==> config.mk <==
export PLATFORM = sky130hd
export DESIGN_NAME = adaptive_hysteresis_pulse_counter_flat
export DESIGN_NICKNAME = d
export VERILOG_FILES = /design/src/hdl/ahpc_pkg.sv /design/src/hdl/ahpc_in_if.sv /design/src/hdl/ahpc_out_if.sv /design/src/hdl/ahpc_ram.sv /design/src/hdl/ahpc_div.sv /design/src/hdl/ahpc_isqrt.sv /design/src/hdl/adaptive_hysteresis_pulse_counter.sv /design/src/flat_wrapper.sv
export SDC_FILE = /design/constraint.sdc
export NUM_CORES = 1
export LEC_CHECK = 0
export BUFFER_PORTS_ARGS = -buffer_cell sky130_fd_sc_hd__buf_2
export CAP_MARGIN = 20
export CORE_UTILIZATION = 45
export DETAILED_ROUTE_END_ITERATION = 8
export MAX_ROUTING_LAYER = met4
export PLACE_DENSITY_LB_ADDON = 0.05
export SETUP_SLACK_MARGIN = 0.4
export SLEW_MARGIN = 20
export SYNTH_ARGS = -nofsm -noshare
export SYNTH_HDL_FRONTEND = slang
export SYNTH_SLANG_ARGS = --single-unit
==> constraint.sdc <==
create_clock -name clk_i -period 7.8 [get_ports clk_i]
set_input_delay 1.56 -clock clk_i [delete_from_list [all_inputs] [get_ports clk_i]]
set_output_delay 1.56 -clock clk_i [all_outputs]
set_load 0.005 [all_outputs]
==> src/hdl/ahpc_pkg.sv <==
// ----------------------------------------------------------------------------
// ahpc_pkg
// Shared constants for the adaptive hysteresis pulse counter.
// ----------------------------------------------------------------------------
package ahpc_pkg;

  // Default geometry.
  localparam int unsigned WINDOW_DEF      = 32;
  localparam int unsigned SAMPLE_BITS_DEF = 12;

  // Fixed field widths.
  localparam int unsigned THR_W   = 11;
  localparam int unsigned PULSE_W = 31;
  localparam int unsigned TC_W    = 32;
  localparam int unsigned UPPER_W = 5;
  localparam int unsigned LOWER_W = 4;
  localparam int unsigned DEC_W   = 3;
  localparam int unsigned TURN_W  = 3;

  localparam logic [THR_W-1:0] THR_MAX = '1;

  // Configuration port.
  localparam int unsigned CFG_IDX_W  = 2;
  localparam int unsigned CFG_DATA_W = 5;

  localparam logic [CFG_IDX_W-1:0] CFG_UPPER = 2'd0;
  localparam logic [CFG_IDX_W-1:0] CFG_LOWER = 2'd1;
  localparam logic [CFG_IDX_W-1:0] CFG_DEC   = 2'd2;

  localparam logic [UPPER_W-1:0] UPPER_RST = 5'd11;
  localparam logic [LOWER_W-1:0] LOWER_RST = 4'd9;
  localparam logic [DEC_W-1:0]   DEC_RST   = 3'd4;

endpackage

==> src/hdl/ahpc_in_if.sv <==
// ----------------------------------------------------------------------------
// ahpc_in_if
// Sample channel: one converter sample per beat.
// ----------------------------------------------------------------------------
interface ahpc_in_if #(
  parameter int unsigned SAMPLE_BITS = ahpc_pkg::SAMPLE_BITS_DEF
);
  logic                   valid;
  logic                   ready;
  logic [SAMPLE_BITS-1:0] sample;

  modport source (output valid, output sample, input ready);
  modport sink   (input valid, input sample, output ready);
endinterface

==> src/hdl/ahpc_out_if.sv <==
// ----------------------------------------------------------------------------
// ahpc_out_if
// Result channel: classification state, pulse count and threshold per beat.
// ----------------------------------------------------------------------------
interface ahpc_out_if;
  import ahpc_pkg::*;

  logic               valid;
  logic               ready;
  logic               ready_res;
  logic               level;
  logic [PULSE_W-1:0] pulses;
  logic [THR_W-1:0]   threshold;

  modport source (output valid, output ready_res, output level, output pulses,
                  output threshold, input ready);
  modport sink   (input valid, input ready_res, input level, input pulses,
                  input threshold, output ready);
endinterface

==> src/hdl/ahpc_ram.sv <==
// ----------------------------------------------------------------------------
// ahpc_ram
// Simple dual-port RAM, one write and one read port, registered read data.
// ----------------------------------------------------------------------------
module ahpc_ram #(
  parameter int unsigned WIDTH = ahpc_pkg::SAMPLE_BITS_DEF,
  parameter int unsigned DEPTH = ahpc_pkg::WINDOW_DEF
) (
  input  logic                     clk_i,
  input  logic                     we_i,
  input  logic [$clog2(DEPTH)-1:0] waddr_i,
  input  logic [WIDTH-1:0]         wdata_i,
  input  logic                     re_i,
  input  logic [$clog2(DEPTH)-1:0] raddr_i,
  output logic [WIDTH-1:0]         rdata_o
);
  logic [WIDTH-1:0] mem_q [DEPTH];
  logic [WIDTH-1:0] rdata_q;

  always_ff @(posedge clk_i) begin
    if (we_i) begin
      mem_q[waddr_i] <= wdata_i;
    end
    if (re_i) begin
      rdata_q <= mem_q[raddr_i];
    end
  end

  assign rdata_o = rdata_q;
endmodule

==> src/hdl/ahpc_div.sv <==
// ----------------------------------------------------------------------------
// ahpc_div
// Division by a power-of-two constant as a registered right shift. The
// quotient and done follow start in the next cycle. DIVISOR must be a power of two.
// ----------------------------------------------------------------------------
module ahpc_div #(
  parameter int unsigned DW      = 2 * ahpc_pkg::SAMPLE_BITS_DEF + 5,
  parameter int unsigned DIVISOR = ahpc_pkg::WINDOW_DEF
) (
  input  logic          clk_i,
  input  logic          rst_ni,
  input  logic          start_i,
  input  logic [DW-1:0] dividend_i,
  output logic          done_o,
  output logic [DW-1:0] quotient_o
);
  localparam int unsigned SH = $clog2(DIVISOR);

  logic          done_q;
  logic [DW-1:0] quo_q;

  always_ff @(posedge clk_i or negedge rst_ni) begin
    if (!rst_ni) begin
      done_q <= 1'b0;
    end else begin
      done_q <= start_i;
    end
  end

  // The quotient holds until the next start.
  always_ff @(posedge clk_i) begin
    if (start_i) begin
      quo_q <= dividend_i >> SH;
    end
  end

  assign done_o     = done_q;
  assign quotient_o = quo_q;
endmodule

==> src/hdl/ahpc_isqrt.sv <==
// ----------------------------------------------------------------------------
// ahpc_isqrt
// Digit-by-digit integer square root, one root bit a cycle.
// ----------------------------------------------------------------------------
module ahpc_isqrt #(
  parameter int unsigned N = ahpc_pkg::SAMPLE_BITS_DEF
) (
  input  logic           clk_i,
  input  logic           rst_ni,
  input  logic           start_i,
  input  logic [2*N-1:0] radicand_i,
  output logic           done_o,
  output logic [N-1:0]   root_o
);
  localparam int unsigned CW = $clog2(N + 1);

  logic           busy_q, busy_d;
  logic           done_q, done_d;
  logic [CW-1:0]  cnt_q, cnt_d;
  logic [2*N-1:0] val_q, val_d;
  logic [N+1:0]   rem_q, rem_d;
  logic [N-1:0]   root_q, root_d;
  logic [N+1:0]   cur;
  logic [N+1:0]   trial;
  logic           ge;

  // The partial remainder stays below 2^N until the last step.
  assign cur   = {rem_q[N-1:0], val_q[2*N-1 -: 2]};
  assign trial = {root_q, 2'b01};
  assign ge    = cur >= trial;

  always_comb begin
    busy_d = busy_q;
    done_d = 1'b0;
    cnt_d  = cnt_q;
    val_d  = val_q;
    rem_d  = rem_q;
    root_d = root_q;
    if (start_i) begin
      busy_d = 1'b1;
      cnt_d  = CW'(N);
      val_d  = radicand_i;
      rem_d  = '0;
      root_d = '0;
    end else if (busy_q) begin
      rem_d  = ge ? (cur - trial) : cur;
      root_d = {root_q[N-2:0], ge};
      val_d  = {val_q[2*N-3:0], 2'b00};
      cnt_d  = cnt_q - 1'b1;
      if (cnt_q == CW'(1)) begin
        busy_d = 1'b0;
        done_d = 1'b1;
      end
    end
  end

  always_ff @(posedge clk_i or negedge rst_ni) begin
    if (!rst_ni) begin
      busy_q <= 1'b0;
      done_q <= 1'b0;
      cnt_q  <= '0;
    end else begin
      busy_q <= busy_d;
      done_q <= done_d;
      cnt_q  <= cnt_d;
    end
  end

  always_ff @(posedge clk_i) begin
    val_q  <= val_d;
    rem_q  <= rem_d;
    root_q <= root_d;
  end

  assign done_o = done_q;
  assign root_o = root_q;
endmodule

==> src/hdl/adaptive_hysteresis_pulse_counter.sv <==
// A warmup sample goes through the FINISH state to the result register, a classified one
// through CLASS and then FINISH. A new sample is taken only once the last result is loaded,
// which waits while an earlier result is not taken. A sample that closes the window shows its
// result after the two read passes over the window RAM, the divider and the square-root unit.
// WINDOW must be a power of two, so the averages are shifts.
// Reset clears all control state; the window RAM is not cleared, warmup fills it first.
// ----------------------------------------------------------------------------
// adaptive_hysteresis_pulse_counter
// Hysteresis comparator with a threshold taken from the standard deviation
// of a window of samples, counting full pulses.
// ----------------------------------------------------------------------------
module adaptive_hysteresis_pulse_counter #(
  parameter int unsigned WINDOW      = ahpc_pkg::WINDOW_DEF,
  parameter int unsigned SAMPLE_BITS = ahpc_pkg::SAMPLE_BITS_DEF
) (
  input  logic                             clk_i,
  input  logic                             rst_ni,
  ahpc_in_if.sink                          in_i,
  ahpc_out_if.source                       out_o,
  input  logic                             cfg_we_i,
  input  logic [ahpc_pkg::CFG_IDX_W-1:0]   cfg_idx_i,
  input  logic [ahpc_pkg::CFG_DATA_W-1:0]  cfg_data_i
);
  import ahpc_pkg::*;

  localparam int unsigned IDX_W  = $clog2(WINDOW);
  localparam int unsigned CNT_W  = $clog2(WINDOW + 1);
  localparam int unsigned ACC_W  = 2 * SAMPLE_BITS + $clog2(WINDOW);
  localparam int unsigned SQ_W   = 2 * SAMPLE_BITS;
  localparam int unsigned SCL_W  = SAMPLE_BITS + 4;
  localparam int unsigned LIM_W  = UPPER_W + THR_W;
  localparam int unsigned CMP_W  = (SCL_W > LIM_W) ? SCL_W : LIM_W;
  localparam int unsigned SAT_W  = (SAMPLE_BITS > THR_W) ? SAMPLE_BITS : THR_W;

  // Sequencer states.
  localparam logic [2:0] ST_IDLE   = 3'd0;
  localparam logic [2:0] ST_CLASS  = 3'd1;
  localparam logic [2:0] ST_SUM    = 3'd2;
  localparam logic [2:0] ST_DIV1   = 3'd3;
  localparam logic [2:0] ST_SQ     = 3'd4;
  localparam logic [2:0] ST_DIV2   = 3'd5;
  localparam logic [2:0] ST_SQRT   = 3'd6;
  localparam logic [2:0] ST_FINISH = 3'd7;

  // Control state.
  logic [2:0]             state_q, state_d;
  logic [CNT_W-1:0]       warm_q, warm_d;
  logic [IDX_W-1:0]       idx_q, idx_d;
  logic [THR_W-1:0]       thr_q, thr_d;
  logic                   level_q, level_d;
  logic [TC_W-1:0]        tc_q, tc_d;
  logic [TURN_W-1:0]      turn_q, turn_d;
  logic                   ret_class_q, ret_class_d;
  logic [CNT_W-1:0]       cnt_q, cnt_d;
  logic                   rvld_q, rvld_d;
  logic                   pvld_q, pvld_d;
  logic                   out_valid_q, out_valid_d;
  logic [UPPER_W-1:0]     upper_q;
  logic [LOWER_W-1:0]     lower_q;
  logic [DEC_W-1:0]       dec_q;

  // Datapath registers.
  logic [SAMPLE_BITS-1:0] x_q, x_d;
  logic [ACC_W-1:0]       acc_q, acc_d;
  logic [SAMPLE_BITS-1:0] mean_q, mean_d;
  logic [SQ_W-1:0]        prod_q, prod_d;
  logic                   res_ready_q;
  logic                   res_level_q;
  logic [PULSE_W-1:0]     res_pulses_q;
  logic [THR_W-1:0]       res_thr_q;

  // Window RAM and arithmetic units.
  logic                   mem_we;
  logic [IDX_W-1:0]       mem_waddr;
  logic [SAMPLE_BITS-1:0] mem_wdata;
  logic                   mem_re;
  logic [SAMPLE_BITS-1:0] mem_rdata;
  logic                   div_start;
  logic                   div_done;
  logic [ACC_W-1:0]       div_quo;
  logic                   sqrt_start;
  logic                   sqrt_done;
  logic [SAMPLE_BITS-1:0] sqrt_root;

  logic                   in_beat;
  logic                   out_load;
  logic [CMP_W-1:0]       scaled;
  logic [LIM_W-1:0]       hi_lim;
  logic [LIM_W-1:0]       lo_lim;
  logic                   lvl_next;
  logic [TURN_W-1:0]      turn_inc;
  logic [SAMPLE_BITS-1:0] dev;
  logic [SAT_W-1:0]       root_ext;
  logic [THR_W-1:0]       thr_sat;
  logic                   last_idx;
  logic                   warm_full;

  ahpc_ram #(
    .WIDTH (SAMPLE_BITS),
    .DEPTH (WINDOW)
  ) u_window (
    .clk_i   (clk_i),
    .we_i    (mem_we),
    .waddr_i (mem_waddr),
    .wdata_i (mem_wdata),
    .re_i    (mem_re),
    .raddr_i (cnt_q[IDX_W-1:0]),
    .rdata_o (mem_rdata)
  );

  ahpc_div #(
    .DW      (ACC_W),
    .DIVISOR (WINDOW)
  ) u_div (
    .clk_i      (clk_i),
    .rst_ni     (rst_ni),
    .start_i    (div_start),
    .dividend_i (acc_q),
    .done_o     (div_done),
    .quotient_o (div_quo)
  );

  ahpc_isqrt #(
    .N (SAMPLE_BITS)
  ) u_isqrt (
    .clk_i      (clk_i),
    .rst_ni     (rst_ni),
    .start_i    (sqrt_start),
    .radicand_i (div_quo[SQ_W-1:0]),
    .done_o     (sqrt_done),
    .root_o     (sqrt_root)
  );

  assign in_i.ready = (state_q == ST_IDLE);
  assign in_beat    = in_i.valid && in_i.ready;
  assign last_idx   = (idx_q == IDX_W'(WINDOW - 1));
  assign warm_full  = (warm_q == CNT_W'(WINDOW));

  // Hysteresis test: high when 10x exceeds upper*thr, low when below lower*thr.
  // The low test wins when both hold.
  assign scaled   = CMP_W'(x_q) * CMP_W'(4'd10);
  assign hi_lim   = LIM_W'(upper_q) * LIM_W'(thr_q);
  assign lo_lim   = LIM_W'(lower_q) * LIM_W'(thr_q);
  always_comb begin
    lvl_next = level_q;
    if (scaled > CMP_W'(hi_lim)) begin
      lvl_next = 1'b1;
    end
    if (scaled < CMP_W'(lo_lim)) begin
      lvl_next = 1'b0;
    end
  end
  assign turn_inc = turn_q + 1'b1;

  // Absolute deviation from the floored mean, for the second pass.
  assign dev = (mem_rdata >= mean_q) ? (mem_rdata - mean_q) : (mean_q - mem_rdata);

  // The root can exceed the threshold field only for wide samples; it saturates.
  assign root_ext = SAT_W'(sqrt_root);
  assign thr_sat  = (root_ext > SAT_W'(THR_MAX)) ? THR_MAX : root_ext[THR_W-1:0];

  assign out_load = (state_q == ST_FINISH) && (!out_valid_q || out_o.ready);

  always_comb begin
    state_d     = state_q;
    warm_d      = warm_q;
    idx_d       = idx_q;
    thr_d       = thr_q;
    level_d     = level_q;
    tc_d        = tc_q;
    turn_d      = turn_q;
    ret_class_d = ret_class_q;
    cnt_d       = cnt_q;
    x_d         = x_q;
    acc_d       = acc_q;
    mean_d      = mean_q;
    prod_d      = prod_q;
    mem_we      = 1'b0;
    mem_waddr   = idx_q;
    mem_wdata   = x_q;
    mem_re      = 1'b0;
    div_start   = 1'b0;
    sqrt_start  = 1'b0;
    pvld_d      = 1'b0;

    case (state_q)
      ST_IDLE: begin
        if (in_beat) begin
          x_d = in_i.sample;
          if (!warm_full) begin
            // Warmup: every sample goes into the window.
            warm_d    = warm_q + 1'b1;
            mem_we    = 1'b1;
            mem_wdata = in_i.sample;
            if (last_idx) begin
              // The window is full: recalibrate, then classify this sample.
              idx_d       = '0;
              ret_class_d = 1'b1;
              cnt_d       = '0;
              acc_d       = '0;
              state_d     = ST_SUM;
            end else begin
              idx_d   = idx_q + 1'b1;
              state_d = ST_FINISH;
            end
          end else begin
            state_d = ST_CLASS;
          end
        end
      end

      ST_CLASS: begin
        level_d = lvl_next;
        if (lvl_next != level_q) begin
          tc_d = tc_q + 1'b1;
        end
        state_d = ST_FINISH;
        if (turn_inc == dec_q) begin
          // Decimated sample feeds the window.
          turn_d = '0;
          mem_we = 1'b1;
          if (last_idx) begin
            idx_d       = '0;
            ret_class_d = 1'b0;
            cnt_d       = '0;
            acc_d       = '0;
            state_d     = ST_SUM;
          end else begin
            idx_d = idx_q + 1'b1;
          end
        end else begin
          turn_d = turn_inc;
        end
      end

      ST_SUM: begin
        mem_re = (cnt_q < CNT_W'(WINDOW));
        if (mem_re) begin
          cnt_d = cnt_q + 1'b1;
        end
        if (rvld_q) begin
          acc_d = acc_q + ACC_W'(mem_rdata);
        end
        if (!mem_re && !rvld_q) begin
          div_start = 1'b1;
          state_d   = ST_DIV1;
        end
      end

      ST_DIV1: begin
        if (div_done) begin
          mean_d  = div_quo[SAMPLE_BITS-1:0];
          cnt_d   = '0;
          acc_d   = '0;
          state_d = ST_SQ;
        end
      end

      ST_SQ: begin
        mem_re = (cnt_q < CNT_W'(WINDOW));
        if (mem_re) begin
          cnt_d = cnt_q + 1'b1;
        end
        if (rvld_q) begin
          prod_d = SQ_W'(dev) * SQ_W'(dev);
          pvld_d = 1'b1;
        end
        if (pvld_q) begin
          acc_d = acc_q + ACC_W'(prod_q);
        end
        if (!mem_re && !rvld_q && !pvld_q) begin
          div_start = 1'b1;
          state_d   = ST_DIV2;
        end
      end

      ST_DIV2: begin
        if (div_done) begin
          sqrt_start = 1'b1;
          state_d    = ST_SQRT;
        end
      end

      ST_SQRT: begin
        if (sqrt_done) begin
          thr_d   = thr_sat;
          state_d = ret_class_q ? ST_CLASS : ST_FINISH;
        end
      end

      ST_FINISH: begin
        if (out_load) begin
          state_d = ST_IDLE;
        end
      end

      default: begin
        state_d = ST_IDLE;
      end
    endcase
  end

  assign rvld_d = mem_re;

  always_comb begin
    out_valid_d = out_valid_q && !out_o.ready;
    if (out_load) begin
      out_valid_d = 1'b1;
    end
  end

  always_ff @(posedge clk_i or negedge rst_ni) begin
    if (!rst_ni) begin
      state_q     <= ST_IDLE;
      warm_q      <= '0;
      idx_q       <= '0;
      thr_q       <= '0;
      level_q     <= 1'b0;
      tc_q        <= '0;
      turn_q      <= '0;
      ret_class_q <= 1'b0;
      cnt_q       <= '0;
      rvld_q      <= 1'b0;
      pvld_q      <= 1'b0;
      out_valid_q <= 1'b0;
      upper_q     <= UPPER_RST;
      lower_q     <= LOWER_RST;
      dec_q       <= DEC_RST;
    end else begin
      state_q     <= state_d;
      warm_q      <= warm_d;
      idx_q       <= idx_d;
      thr_q       <= thr_d;
      level_q     <= level_d;
      tc_q        <= tc_d;
      turn_q      <= turn_d;
      ret_class_q <= ret_class_d;
      cnt_q       <= cnt_d;
      rvld_q      <= rvld_d;
      pvld_q      <= pvld_d;
      out_valid_q <= out_valid_d;
      if (cfg_we_i) begin
        case (cfg_idx_i)
          CFG_UPPER: upper_q <= cfg_data_i[UPPER_W-1:0];
          CFG_LOWER: lower_q <= cfg_data_i[LOWER_W-1:0];
          CFG_DEC:   dec_q   <= cfg_data_i[DEC_W-1:0];
          default: begin
          end
        endcase
      end
    end
  end

  // Payload registers.
  always_ff @(posedge clk_i) begin
    x_q    <= x_d;
    acc_q  <= acc_d;
    mean_q <= mean_d;
    prod_q <= prod_d;
    if (out_load) begin
      res_ready_q  <= warm_full;
      res_level_q  <= level_q;
      res_pulses_q <= tc_q[TC_W-1:1];
      res_thr_q    <= thr_q;
    end
  end

  assign out_o.valid     = out_valid_q;
  assign out_o.ready_res = res_ready_q;
  assign out_o.level     = res_level_q;
  assign out_o.pulses    = res_pulses_q;
  assign out_o.threshold = res_thr_q;
endmodule

==> src/flat_wrapper.sv <==
// flat-port wrapper written by rule: the top's interface ports become plain ports
module adaptive_hysteresis_pulse_counter_flat import ahpc_pkg::*;
#(
  parameter int unsigned WINDOW      = ahpc_pkg::WINDOW_DEF,
  parameter int unsigned SAMPLE_BITS = ahpc_pkg::SAMPLE_BITS_DEF
)
  (clk_i, rst_ni, cfg_we_i, cfg_idx_i, cfg_data_i, in_i_valid, in_i_sample, in_i_ready, out_o_valid, out_o_ready_res, out_o_level, out_o_pulses, out_o_threshold, out_o_ready);
  ahpc_in_if #(.SAMPLE_BITS(SAMPLE_BITS)) in_i_i ();
  ahpc_out_if out_o_i ();
  input  logic clk_i;
  input  logic rst_ni;
  input  logic cfg_we_i;
  input  logic [ahpc_pkg::CFG_IDX_W-1:0] cfg_idx_i;
  input  logic [ahpc_pkg::CFG_DATA_W-1:0] cfg_data_i;
  input wire logic [$bits(in_i_i.valid)-1:0] in_i_valid;
  input wire logic [$bits(in_i_i.sample)-1:0] in_i_sample;
  output wire logic [$bits(in_i_i.ready)-1:0] in_i_ready;
  output wire logic [$bits(out_o_i.valid)-1:0] out_o_valid;
  output wire logic [$bits(out_o_i.ready_res)-1:0] out_o_ready_res;
  output wire logic [$bits(out_o_i.level)-1:0] out_o_level;
  output wire logic [$bits(out_o_i.pulses)-1:0] out_o_pulses;
  output wire logic [$bits(out_o_i.threshold)-1:0] out_o_threshold;
  input wire logic [$bits(out_o_i.ready)-1:0] out_o_ready;
  assign in_i_i.valid = in_i_valid;
  assign in_i_i.sample = in_i_sample;
  assign in_i_ready = in_i_i.ready;
  assign out_o_valid = out_o_i.valid;
  assign out_o_ready_res = out_o_i.ready_res;
  assign out_o_level = out_o_i.level;
  assign out_o_pulses = out_o_i.pulses;
  assign out_o_threshold = out_o_i.threshold;
  assign out_o_i.ready = out_o_ready;
  adaptive_hysteresis_pulse_counter #(.WINDOW(WINDOW), .SAMPLE_BITS(SAMPLE_BITS)) u_core (.clk_i(clk_i), .rst_ni(rst_ni), .in_i(in_i_i), .out_o(out_o_i), .cfg_we_i(cfg_we_i), .cfg_idx_i(cfg_idx_i), .cfg_data_i(cfg_data_i));
endmodule
==> out/metrics.yaml, run 1 <==
clocking:
  cts-htree-levels: 3
  clk_latency_ns: 0.63
  cts_tree: "built"
  root_buffer: "clkbuf_16"
  hold_buffers: 0
  cts_buffer_depth: 3
  cts_made_buffers: 75
  clk_pin_slew_ns: 0.06
  clock-sinks: 678
logic_synthesis:
  synth_top_area_cell: "edfxtp_1"
  synth_cells: 2812
  synth-edff-count: 564
  seq_area_frac_synth: 0.5333
  yosysUniqueCellTypes: 90
  ys_warn_count: 0
  async_reset_ff_frac: 0.1327
  syn_area_per_cell_um2: 13.12
  synth.area.top_cells: "edfxtp_1 46%, ha_1 7.5%, mux4_2 7.3%"
  synth_top_area_share: 0.4590
  netlist_area_um2: 36900
  ys.flop_type: "edfxtp_1"
  ys_seq_elements: 678
  synth_nets: 3189
setup_path:
  crit_family: "adder cells"
  cp.arrival_ns: 7.74
  cp-startpoint: "u_core.u_window.rdata_o[0]"
  rr_startpoint: "u_core.u_window.rdata_o[0]"
  cp-start-kind: "register"
  end_kind: "register"
  critPathMaxFanout: 6
  worstPathRequired_ns: 8.14
  path_buf_inv: 12
  slowest_stage: "fa_1"
  crit_type: "register to register"
  max_stage_delay_ns: 0.54
timing:
  rsz0062_at_grt: "yes"
  fin_skew_ns: 0.03498
  finalCritPeriodShare: 0.9492
  finalHoldViolations: 0
  period_minus_slack_ns: 7.404
  worst_slew_pin_slew_ns: 0.9643
  relSlewSlack: 0.3571
  finalSetupTns_ns: 0
  timing.fmax_mhz: 135.1
  finalSetupViolations: 0
  finalMaxSlewViolations: 0
  worst_hold_slack_ns: 0.4472
floorplanning:
  row_count: 104
  floorplan.initialDensity: 0.4566
  die_x_um: 288.3
  die_h_um: 288.3
  dieArea_um2: 83140
  io_pins: 70
  core_area_um2: 80810
min_path:
  min_from: "u_core.acc_q[28]"
  holdCritPathClass: "register to register"
route:
  drt-total-wl_mm: 81.85
  drc_errors: 12
  antenna_left: 0
  drtPass1Iterations: 7
  post_drt_wl_per_cell_um: 20.05
  viasPerCell: 5.378
  vias: 21960
  drtIter0Drc: 1387
grt:
  grt_max_degree: 67
  grt_pass1_wl_mm: 130.3
  grt_pass1_vias: 22870
  antenna_found_initial: 0
  grtUsageTotal: 0.2086
  grt-ovfl-total: 0
placement:
  hpwl_mm: 57.51
  portBuffers: 69
  place.gp.congestion: 0.8977
final_layout:
  final_common_cell: "edfxtp_1"
  final_cell_mix: "564 x edfxtp_1, 255 x nand2_1, 242 x inv_1"
  drive_above_1_share: 0.1923
  finalNetCount: 3338
  fillers: 6907
  syn_to_final_growth_pct: 13.66
  fin_util: 0.5190
flow_run:
  maxCapViolations: 0
run_status:
  status: "finished with violations"
  violations: "DRC"
[Yosys cell counts, types with 70 or more instances]
| cell | instances |
|---|---|
| edfxtp_1 | 564 |
| nand2_1 | 261 |
| inv_1 | 251 |
| ha_1 | 222 |
| nor2_1 | 208 |
| fa_1 | 131 |
| mux4_2 | 120 |
| o21ai_0 | 104 |
| a21oi_1 | 95 |
| dfrtp_1 | 84 |
| clkbuf_1 | 71 |
| xnor2_1 | 70 |
[registers in the layout (all words and copies together) (netlist names), 4 cells and up]
signal                   count
u_core.u_window.mem_q      384
u_core.mean_q               12
u_core.out_o.threshold      11
u_core.thr_q                11
u_core.prod_q               23
u_core.acc_q                29
u_core.cnt_q                 6
u_core.u_isqrt.rem_q        12
u_core.x_q                  12
u_core.out_o.pulses         31
u_core.upper_q               5
u_core.tc_q                 32
u_core.u_isqrt.val_q        24
u_core.lower_q               4
u_core.u_window.rdata_o     12
u_core.u_div.quotient_o     24
u_core.warm_q                6
u_core.u_isqrt.root_o       12
u_core.u_isqrt.cnt_q         4
u_core.idx_q                 5
[worst register-to-register path, delay by kind of cell (launching register included)]
kind,cells,cell delay [ns]
adder cells (fa/ha/maj),8,3.22
AO/OA/AOI/OAI,8,1.48
buffers and inverters,12,0.94
AND/OR/NAND/NOR,5,0.78
flip-flops,1,0.41
XOR/XNOR,2,0.29
[path summary, 6_finish.rpt]
| path | slack [ns] | cells after the start | endpoint |
|---|---|---|---|
| max | 0.40 | 35 | u_core.prod_q[23] |
| min | 0.45 | 0 | u_core.u_div.quotient_o[23] |
| max reg2reg | 0.40 | 35 | u_core.prod_q[23] |
| min reg2reg | 0.45 | 0 | u_core.u_div.quotient_o[23] |
| max in group asynchronous | 5.63 | 2 | u_core.cnt_q[1] |
| min in group asynchronous | 0.84 | 1 | u_core.tc_q[16] |
[metrics by stage]
step	instances	area (um2)	setup WS (ns)
2_1_floorplan	2812	36910	0.4140
3_3_place_gp	3905	38690	0.08958
3_5_place_dp	3905	38730	-0.1079
4_1_cts	4077	41760	0.3564
5_1_grt	4081	41930	0.07515
6_report	4083	41940	0.3963
[cells by family after synthesis]
kind of cell,Yosys count,synth area share
and+or+nand+nor,737,0.09292
muxes,197,0.09577
AOI/OAI and AO/OA,359,0.06131
adders and majority gates,353,0.1464
DFF,678,0.5333
xor gates and xnor gates,126,0.03215
buffers and inverters,362,0.03818
[per-layer routing]
layer | part of all wire | GRT usage | routed length (um) | up-vias
li1 | - | - | - | 10370
met1 | 0.48 | 0.2881 | 39050 | 11120
met2 | 0.47 | 0.3285 | 38310 | 357
met3 | 0.032 | 0.02575 | 2657 | 116
met4 | 0.022 | 0.05238 | 1825 | 0
met5 | 0 | - | 0 | -
[area by class of cell]
type,instances,area (um2),area share
well taps,1060,1326,0.03163
clock inverters,38,416.7,0.009936
repair buffers,170,1220,0.02909
multi-input cells,1772,16260,0.3876
clock buffers,99,2028,0.04837
inverters,264,998.5,0.02381
flip-flops and latches,678,19690,0.4694
diodes,2,5.005,0.0001193
[what timing repair did]
action / CTS / global route
setup endpoints to repair: 9 / 11
gates cloned: 2 / 0
gates resized for setup: 61 / 27
pin swaps: 50 / 16
buffers inserted: 33 / 3
endpoints found under the hold margin: 0 / 0
Power of run 1 is left out: the tool's default activity adds up to more than one toggle a clock period on the data nets, which glitch-free logic cannot reach.
==> inputs of run 2 (changes only) <==
--- a/config.mk
+++ b/config.mk
@@ -5,6 +5,7 @@
 export SDC_FILE = /design/constraint.sdc
 export NUM_CORES = 1
 export LEC_CHECK = 0
+export ABC_AREA = 1
 export BUFFER_PORTS_ARGS = -buffer_cell sky130_fd_sc_hd__buf_2
 export CAP_MARGIN = 20
 export CORE_UTILIZATION = 45
==> run 2 against run 1 <==
  * The flow now finishes without violations
  * Clock-buffer cell count down 1
  * Final area grew 2.0%
  * Worst hold slack got worse by 0.0040 ns
  * Synthesized cell count rose by 40%
  * Clock skew is 0.018 ns higher
  * First-iteration DRC count is 31% higher
==> out/metrics.yaml, run 2 <==
run_status:
  status: "complete, no violations"
logic_synthesis:
  synth_top_area_cell: "edfxtp_1"
  async_reset_ff_frac: 0.1327
  yosysMostFrequentCell: "nand2_1"
  yosysUniqueCellTypes: 60
  synth-edff-count: 564
  synth.area.top_cells: "edfxtp_1 44%, ha_1 7.2%, nand2_1 7.1%"
  netlist_area_um2: 38630
  synth_top_area_share: 0.4384
  synth_cells: 3929
  ys_top_cells_by_count: "733 x nand2_1, 564 x edfxtp_1, 520 x inv_1"
  ys_seq_elements: 678
  seq_area_frac_synth: 0.5094
  synth_nets: 4306
  syn_area_per_cell_um2: 9.832
  ys_warn_count: 0
  ys.flop_type: "edfxtp_1"
floorplanning:
  die_x_um: 295.0
  floorplan.initialDensity: 0.4537
  row_count: 107
  dieArea_um2: 87020
  die_h_um: 295.0
  core_area_um2: 85150
  io_pins: 70
grt:
  grt_pass1_wl_mm: 154.4
  met3_usage: 0.02526
  antenna_found_initial: 1
  grt_pass1_vias: 26500
  grtUsageTotal: 0.2384
  grt_busiest_layer: "met2"
  grt-ovfl-total: 0
  grt_max_degree: 92
  grt_util_met1: 0.3279
  use_met2: 0.3778
clocking:
  cts-htree-levels: 3
  cts_setup_buffers: 0
  root_buffer: "clkbuf_16"
  cts_tree: "built"
  cts_buffer_depth: 3
  clk_pin_slew_ns: 0.06
  ctsResizeCount: 0
  hold_buffers: 0
  cts_made_buffers: 77
  clock-sinks: 678
  clk_latency_ns: 0.65
route:
  drt-total-wl_mm: 98.71
  drtPass1Iterations: 5
  viasPerCell: 5.166
  drtIter0Drc: 1811
  vias: 26910
  drc_errors: 0
  post_drt_wl_per_cell_um: 18.95
  antenna_left: 0
min_path:
  min_from: "u_core.acc_q[9]"
  holdCritPathClass: "register to register"
  min_to: "u_core.u_div.quotient_o[4]"
  hold_depth: 0
setup_path:
  max_stage_delay_ns: 0.55
  crit_type: "register to register"
  end_kind: "register"
  worstRegToRegCells: 31
  worstPathRequired_ns: 8.18
  reg2reg_slack_ns: 0.91
  cp.arrival_ns: 7.27
  regToRegEndpoint: "u_core.prod_q[21]"
  critPathMaxFanout: 15
  cp-start-kind: "register"
  rr_startpoint: "u_core.u_window.rdata_o[0]"
  slowest_stage: "fa_1"
timing:
  finalSetupViolations: 0
  timing.fmax_mhz: 145.1
  finalMaxSlewViolations: 0
  worst_slew_pin_slew_ns: 0.9937
  finalHoldViolations: 0
  finalSetupTns_ns: 0
  finalCritPeriodShare: 0.8833
  fin_skew_ns: 0.05287
  rsz0062_at_grt: "no"
  relSlewSlack: 0.3375
  period_minus_slack_ns: 6.890
final_layout:
  regMostFlops: "u_core.u_window.mem_q"
  largest_reg_flops: 384
  finalNetCount: 4384
  drive_above_1_share: 0.08489
  final_common_cell: "nand2_1"
  syn_to_final_growth_pct: 10.71
  final_cell_mix: "732 x nand2_1, 564 x edfxtp_1, 518 x inv_1"
placement:
  place.gp.congestion: 0.8906
  hpwl_mm: 67.58
  portBuffers: 69
flow_run:
  maxCapViolations: 0
==> run 2: cell types whose count changed after synthesis, sizes merged, moves of 57 or more <==
cell   change
nand2    +484
inv      +269
nor2     +240
o21ai    +193
nand3    +136
mux4     -120
and2      -63
o22ai     +57
==> run 2: cells by family (layout without fill, tap and decap cells) <==
| family | after synthesis | count (layout) | share of synthesized area |
|---|---|---|---|
| AO/OA/AOI/OAI | 637 | 637 | 0.09474 |
| XOR/XNOR | 100 | 100 | 0.02365 |
| adder cells (fa/ha/maj) | 353 | 353 | 0.1398 |
| buffers and inverters | 670 | 805 | 0.06744 |
| flip-flops | 678 | 678 | 0.5094 |
| multiplexers | 23 | 23 | 0.006705 |
| other | 0 | 1 | 0 |
| AND/OR/NAND/NOR | 1468 | 1468 | 0.1583 |
==> run 2: worst max-delay path by stage <==
stage               cells after the start                       start                end
floorplan                              33  u_core.u_window.rdata_o[0]  u_core.prod_q[21]
global placement                       31  u_core.u_window.rdata_o[0]  u_core.prod_q[21]
detailed placement                     31  u_core.u_window.rdata_o[0]  u_core.prod_q[21]
CTS                                    31  u_core.u_window.rdata_o[0]  u_core.prod_q[21]
global route                           31  u_core.u_window.rdata_o[0]  u_core.prod_q[21]
finish                                 31  u_core.u_window.rdata_o[0]  u_core.prod_q[21]
==> run 2: stage by stage <==
stage	utilization	area (um2)	cells	setup WS (ns)	hold slack [ns]
floorplan	-	38630	3929	1.511	0.4196
global placement	0.4738	40340	5072	0.9267	0.4378
detailed placement	0.4739	40350	5072	0.9201	0.4437
CTS	0.5022	42760	5208	0.8847	0.4406
global route	0.5022	42760	5208	0.4060	0.4596
finish	0.5023	42770	5209	0.9101	0.4432
==> run 2: final cells by class <==
type | count | area [um2]
fillers | 8019 | 42380
flip-flops and latches | 678 | 19680
multi-input cells | 2581 | 16380
clock buffers | 98 | 2026
inverters | 534 | 2014
well taps | 1144 | 1431
repair buffers | 135 | 843.3
clock inverters | 38 | 391.6
diodes | 1 | 2.502
==> run 2: worst max-delay path, delay by kind of cell (launching register included) <==
kind	cells	cell delay (ns)
buf+inv	7	0.52
fa+ha+maj	8	3.45
simple gates	11	1.51
compound gates	4	0.69
xor+xnor	1	0.06
flops	1	0.39
==> run 2: metal layers <==
metal / vias to the layer above / share of wire
met5: - / 0
met4: 0 / 0.023
met3: 130 / 0.040
met2: 553 / 0.47
met1: 12850 / 0.47
li1: 13380 / -
Power of run 2 is left out for the same reason.
